### config.mk
export PLATFORM = sky130hd
export DESIGN_NAME = dns_ctrl
export DESIGN_NICKNAME = d
export VERILOG_FILES = /design/src/hw/rtl/dns_pkg.sv /design/src/hw/rtl/dns_ctrl.sv
export SDC_FILE = /design/constraint.sdc
export NUM_CORES = 1
export LEC_CHECK = 0
export ABC_AREA = 1
export BUFFER_PORTS_ARGS = -buffer_cell sky130_fd_sc_hd__buf_2
export CORE_AREA = 2 2 39 41
export DETAILED_ROUTE_END_ITERATION = 8
export DIE_AREA = 0 0 41 43
export PLACE_DENSITY = 0.53
export SYNTH_ARGS = -nofsm -noshare
export SYNTH_HDL_FRONTEND = slang
export SYNTH_SLANG_ARGS = --single-unit
### constraint.sdc
create_clock -name clk -period 1.9 [get_ports clk]
set_input_delay 0.475 -clock clk [delete_from_list [all_inputs] [get_ports clk]]
set_output_delay 0.475 -clock clk [all_outputs]
set_load 0.005 [all_outputs]
### src/hw/rtl/dns_pkg.sv
package dns_pkg;

  // Configuration port geometry.
  localparam int CFG_IDX_BITS  = 3;
  localparam int CFG_DATA_BITS = 16;

  // Fixed field widths.
  localparam int RADIUS_BITS = 6;
  localparam int START_BITS  = 12;
  localparam int FIELD_BITS  = 16;
  localparam logic [FIELD_BITS-1:0] FIELD_MASK = 16'hFFFF;

  typedef enum logic [CFG_IDX_BITS-1:0] {
    REG_RADIUS      = 3'd0,
    REG_CENTER_U    = 3'd1,
    REG_CENTER_V    = 3'd2,
    REG_MIN_U       = 3'd3,
    REG_MAX_U       = 3'd4,
    REG_MIN_V       = 3'd5,
    REG_MAX_V       = 3'd6,
    REG_START_INDEX = 3'd7
  } cfg_reg_t;

  typedef enum logic [2:0] {
    ST_INIT,
    ST_BUILD,
    ST_IDLE,
    ST_MOD,
    ST_SEED,
    ST_SCAN,
    ST_DELIVER
  } state_t;

  // Commands from the controller to the datapath.
  typedef struct packed {
    logic cfg_we;
    logic build_init;
    logic build_step;
    logic accept;
    logic mod_step;
    logic seed;
    logic scan_step;
    logic out_load;
  } cmd_t;

  // Status from the datapath to the controller.
  typedef struct packed {
    logic build_last;
    logic mod_last;
    logic scan_done;
    logic out_free;
  } stat_t;

endpackage

### src/hw/rtl/dns_ctrl.sv
module dns_ctrl import dns_pkg::*; (
  input  logic                    clk,
  input  logic                    rst,
  input  logic                    in_valid,
  output logic                    in_stall,
  input  logic                    cfg_valid,
  output logic                    cfg_ready,
  input  logic [CFG_IDX_BITS-1:0] cfg_index,
  input  stat_t                   stat,
  output cmd_t                    cmd
);

  state_t state;
  state_t state_next;
  logic   in_fire;
  logic   cfg_fire;
  logic   radius_write;

  assign in_fire      = in_valid && !in_stall;
  assign cfg_fire     = cfg_valid && cfg_ready;
  assign radius_write = cfg_fire && (cfg_reg_t'(cfg_index) == REG_RADIUS);

  always_ff @(posedge clk) begin
    if (rst) begin
      state <= ST_INIT;
    end else begin
      state <= state_next;
    end
  end

  always_comb begin
    state_next = state;
    case (state)
      ST_INIT: begin
        state_next = ST_BUILD;
      end
      ST_BUILD: begin
        if (stat.build_last) state_next = ST_IDLE;
      end
      ST_IDLE: begin
        if (radius_write) begin
          state_next = ST_INIT;
        end else if (in_fire) begin
          state_next = ST_MOD;
        end
      end
      ST_MOD: begin
        if (stat.mod_last) state_next = ST_SEED;
      end
      ST_SEED: begin
        state_next = ST_SCAN;
      end
      ST_SCAN: begin
        if (stat.scan_done) state_next = ST_DELIVER;
      end
      ST_DELIVER: begin
        if (stat.out_free) state_next = ST_IDLE;
      end
      default: begin
        state_next = ST_INIT;
      end
    endcase
  end

  // A request waits while a configuration beat is offered, so a request and a
  // register write never land on the same edge.
  always_comb begin
    in_stall       = (state != ST_IDLE) || cfg_valid;
    cfg_ready      = (state == ST_IDLE);
    cmd            = '0;
    cmd.cfg_we     = cfg_fire;
    cmd.accept     = in_fire;
    case (state)
      ST_INIT:    cmd.build_init = 1'b1;
      ST_BUILD:   cmd.build_step = 1'b1;
      ST_MOD:     cmd.mod_step   = 1'b1;
      ST_SEED:    cmd.seed       = 1'b1;
      ST_SCAN:    cmd.scan_step  = 1'b1;
      ST_DELIVER: cmd.out_load   = stat.out_free;
      default:    cmd.build_init = 1'b0;
    endcase
  end

endmodule

==> run_results.csv <==
group,metric,value,unit
status,status,"finished clean",
critical_path,crit_required,1420,ps
power_and_ir_drop,pwr-share-seq,22.4,%
hold_path,min_from,"rst",
power_and_ir_drop,pwr-share-clk,20.3,%
critical_path,start_kind,"flip-flop",
drt,ant_nets,0,
critical_path,critical_path_class,"flip-flop to primary output",
yosys,synth_top_area_cell,"dfxtp_1",
power_and_ir_drop,powerDensity,1160,mW/mm2
critical_path,worst-r2r-cell-count,7,
die,die_area,0.00176,mm2
final_layout,area_growth,33.2,%
power_and_ir_drop,p_sw,275,uW
clock_network,clockRootBuffer,"clkbuf_4",
sta,timing.final.crit_period,1710,ps
critical_path,r2r-start,"state[2]",
hold_path,hp-class,"input pin to flip-flop",
sta,tightest_slew,347,ps
grt,antenna_found_initial,0,
drt,wl_met2,373,um
yosys,yosysUniqueCellTypes,15,
yosys,seq_area_frac_synth,16.1,%
die,coreArea,0.00138,mm2
grt,grt_max_degree,10,
clock_network,insertion_delay,240,ps
power_and_ir_drop,pwr-share-comb,57.3,%
sta,max_freq,584,MHz
die,fp.dieH,43,um
grt,track_usage,11.4,%
sta,period_share,90.1,%
grt,grt_overflow_total,0,
placement,port_buffers,20,
power_and_ir_drop,p_int,302,uW
final_layout,layout.cells.non_filler,105,
clock_network,cts_resized,0,
placement,dpl_cell_area,470,um2
clock_network,clock-sinks,3,
drt,routedWlPerCell,8.00,um
sta,final_max_slew_viol_count,0,
die,start_util,26.9,%
final_layout,final_cell_area,497,um2
yosys,yosys_register_bits,3,
clock_network,clk_pin_slew,40,ps
placement,globalplace.congestion,0.757,
sta,rsz0062_at_grt,"no",
clock_network,clock_path_buffers,2,
final_layout,num_antenna_cells,0,
grt,grt_pass1_wl,1.37,mm
drt,detail_route.first_pass.iterations,4,
placement,hpwl,710,um
grt,grt_pass1_vias,361,
die,fp-row-count,14,
power_and_ir_drop,power,577,uW
sta,hold_violations,0,
final_layout,nets,101,
hold_path,hold_depth,2,
final_layout,regMostFlops,"state",
final_layout,reg.largest.list,"state: 3 flops",
drt,routed_wl,840,um
clock_network,cts-buffers-inserted,3,
critical_path,worstPathMaxFanout,9,
yosys,synth.top_cell.area_share,16.1,%
sta,max-slew-margin-rel,76.9,%
final_layout,drive_gt1_share,39.3,%
yosys,netlist_area,373,um2
yosys,yosys_warnings,0,
drt,vias_per_cell,4.23,
drt,drtIter0Drc,9,
sta,finalSetupTns,0,ps
yosys,syn_avg_cell_area,5.48,um2
clock_network,holdBufCountCts,0,
placement,numPlacedInstances,101,
sta,finClkSkew,3.73,ps
yosys,syn_inst,68,
die,num_io_pins,21,
die,fp.dieW,41,um
final_layout,largest_register_ffs,3,
critical_path,cp-end-kind,"primary output",
critical_path,critPathLaunch,"state[2]",
drt,drc,0,
critical_path,arrival,1240,ps
clock_network,post_cts_buffers,0,
sta,setup_viol,0,
clock_network,htreeDepth,1,
drt,via_count,444,
yosys,synth.area.top_cells,"dfxtp_1 (16%), inv_1 (16%), nand2_1 (14%), nor2_1 (11%), nor2_4 (9.1%)",
drt,wl_met1,369,um
yosys,syn_nets,79,
power_and_ir_drop,switching_share,47.7,%
drt,wl_met3,92,um
drt,routed.top_layer,"met4",
power_and_ir_drop,leakage,0.316,nW
run,maxCapViolations,0,
power_and_ir_drop,max-vdd-ir-drop,0.471,mV
clock_network,tritoncts,"done",
==> synthesized netlist by cell type, drive strengths merged <==
| cell type | count |
|---|---|
| nor2 | 16 |
| buf | 3 |
| inv | 18 |
| dfxtp | 3 |
| a21oi | 1 |
| nand3 | 5 |
| nor3 | 2 |
| o21ai | 1 |
| nand3b | 1 |
| nand2 | 18 |
==> cell type report <==
| cell class | count | area [um2] |
|---|---|---|
| tap | 16 | 20.0 |
| inverter | 18 | 67.6 |
| timing repair buffer | 20 | 100 |
| fill | 161 | 887 |
| multi-input combinational | 44 | 223 |
| sequential | 3 | 60.1 |
| clock buffer | 4 | 26.3 |
==> layout by cell type, fill, tap and decap left out <==
master and n:
a21oi_1 1, dfxtp_1 3, nand3b_1 1, clkbuf_4 3, nand2_1 14, inv_1 16
clkbuf_1 1, nor2_1 11, buf_2 20, nand3_2 1, o21ai_0 1, nor3_1 2
nor2_4 3, nand2_2 4, inv_2 2, nand3_1 4, nor2_2 2
==> final timing paths <==
path / slack, ps / endpoint
worst max-delay path: 190 / cmd[0]
worst min-delay path: 410 / state[2]
worst max register to register: 550 / state[1]
worst min register to register: 660 / state[1]
==> power by group through the flow <==
stage               registers (mW)  logic, mW  clock network, mW
finish                       0.129      0.331              0.117
global route                 0.136      0.386              0.125
CTS                          0.128      0.337              0.122
detailed placement           0.129      0.336                  0
global placement             0.129      0.333                  0
floorplan                    0.114      0.263                  0
==> metrics by stage <==
| stage | setup slack (ps) | hold slack (ps) | util (%) |
|---|---|---|---|
| 2_1_floorplan | 568 | 544 | - |
| 3_5_place_dp | 443 | 647 | 34.0 |
| 5_1_grt | 34.1 | 407 | 35.9 |
| 4_1_cts | 181 | 404 | 35.9 |
| 6_report | 189 | 405 | 35.9 |
| 3_3_place_gp | 469 | 641 | 34.0 |
==> critical path, stage by stage, from the launching register on <==
cell,delay [ps]
dfxtp_1,520
inv_1,160
nor3_1,190
buf_2,130
==> kinds of logic (layout without fill, tap and decap cells) <==
family	after synthesis	in the layout	synth area share [%]
AOI/OAI and AO/OA	2	2	2.68
and+or+nand+nor	42	42	57.0
buffers and inverters	21	42	24.2
DFF	3	3	16.1
==> per-layer routing <==
layer | vias to the layer above | track usage [%]
li1 | 237 | -
met4 | 0 | 4.00
met1 | 182 | 14.5
met3 | 2 | 5.24
met5 | - | 0
met2 | 23 | 16.6
Power figures use the tool's default switching activity.
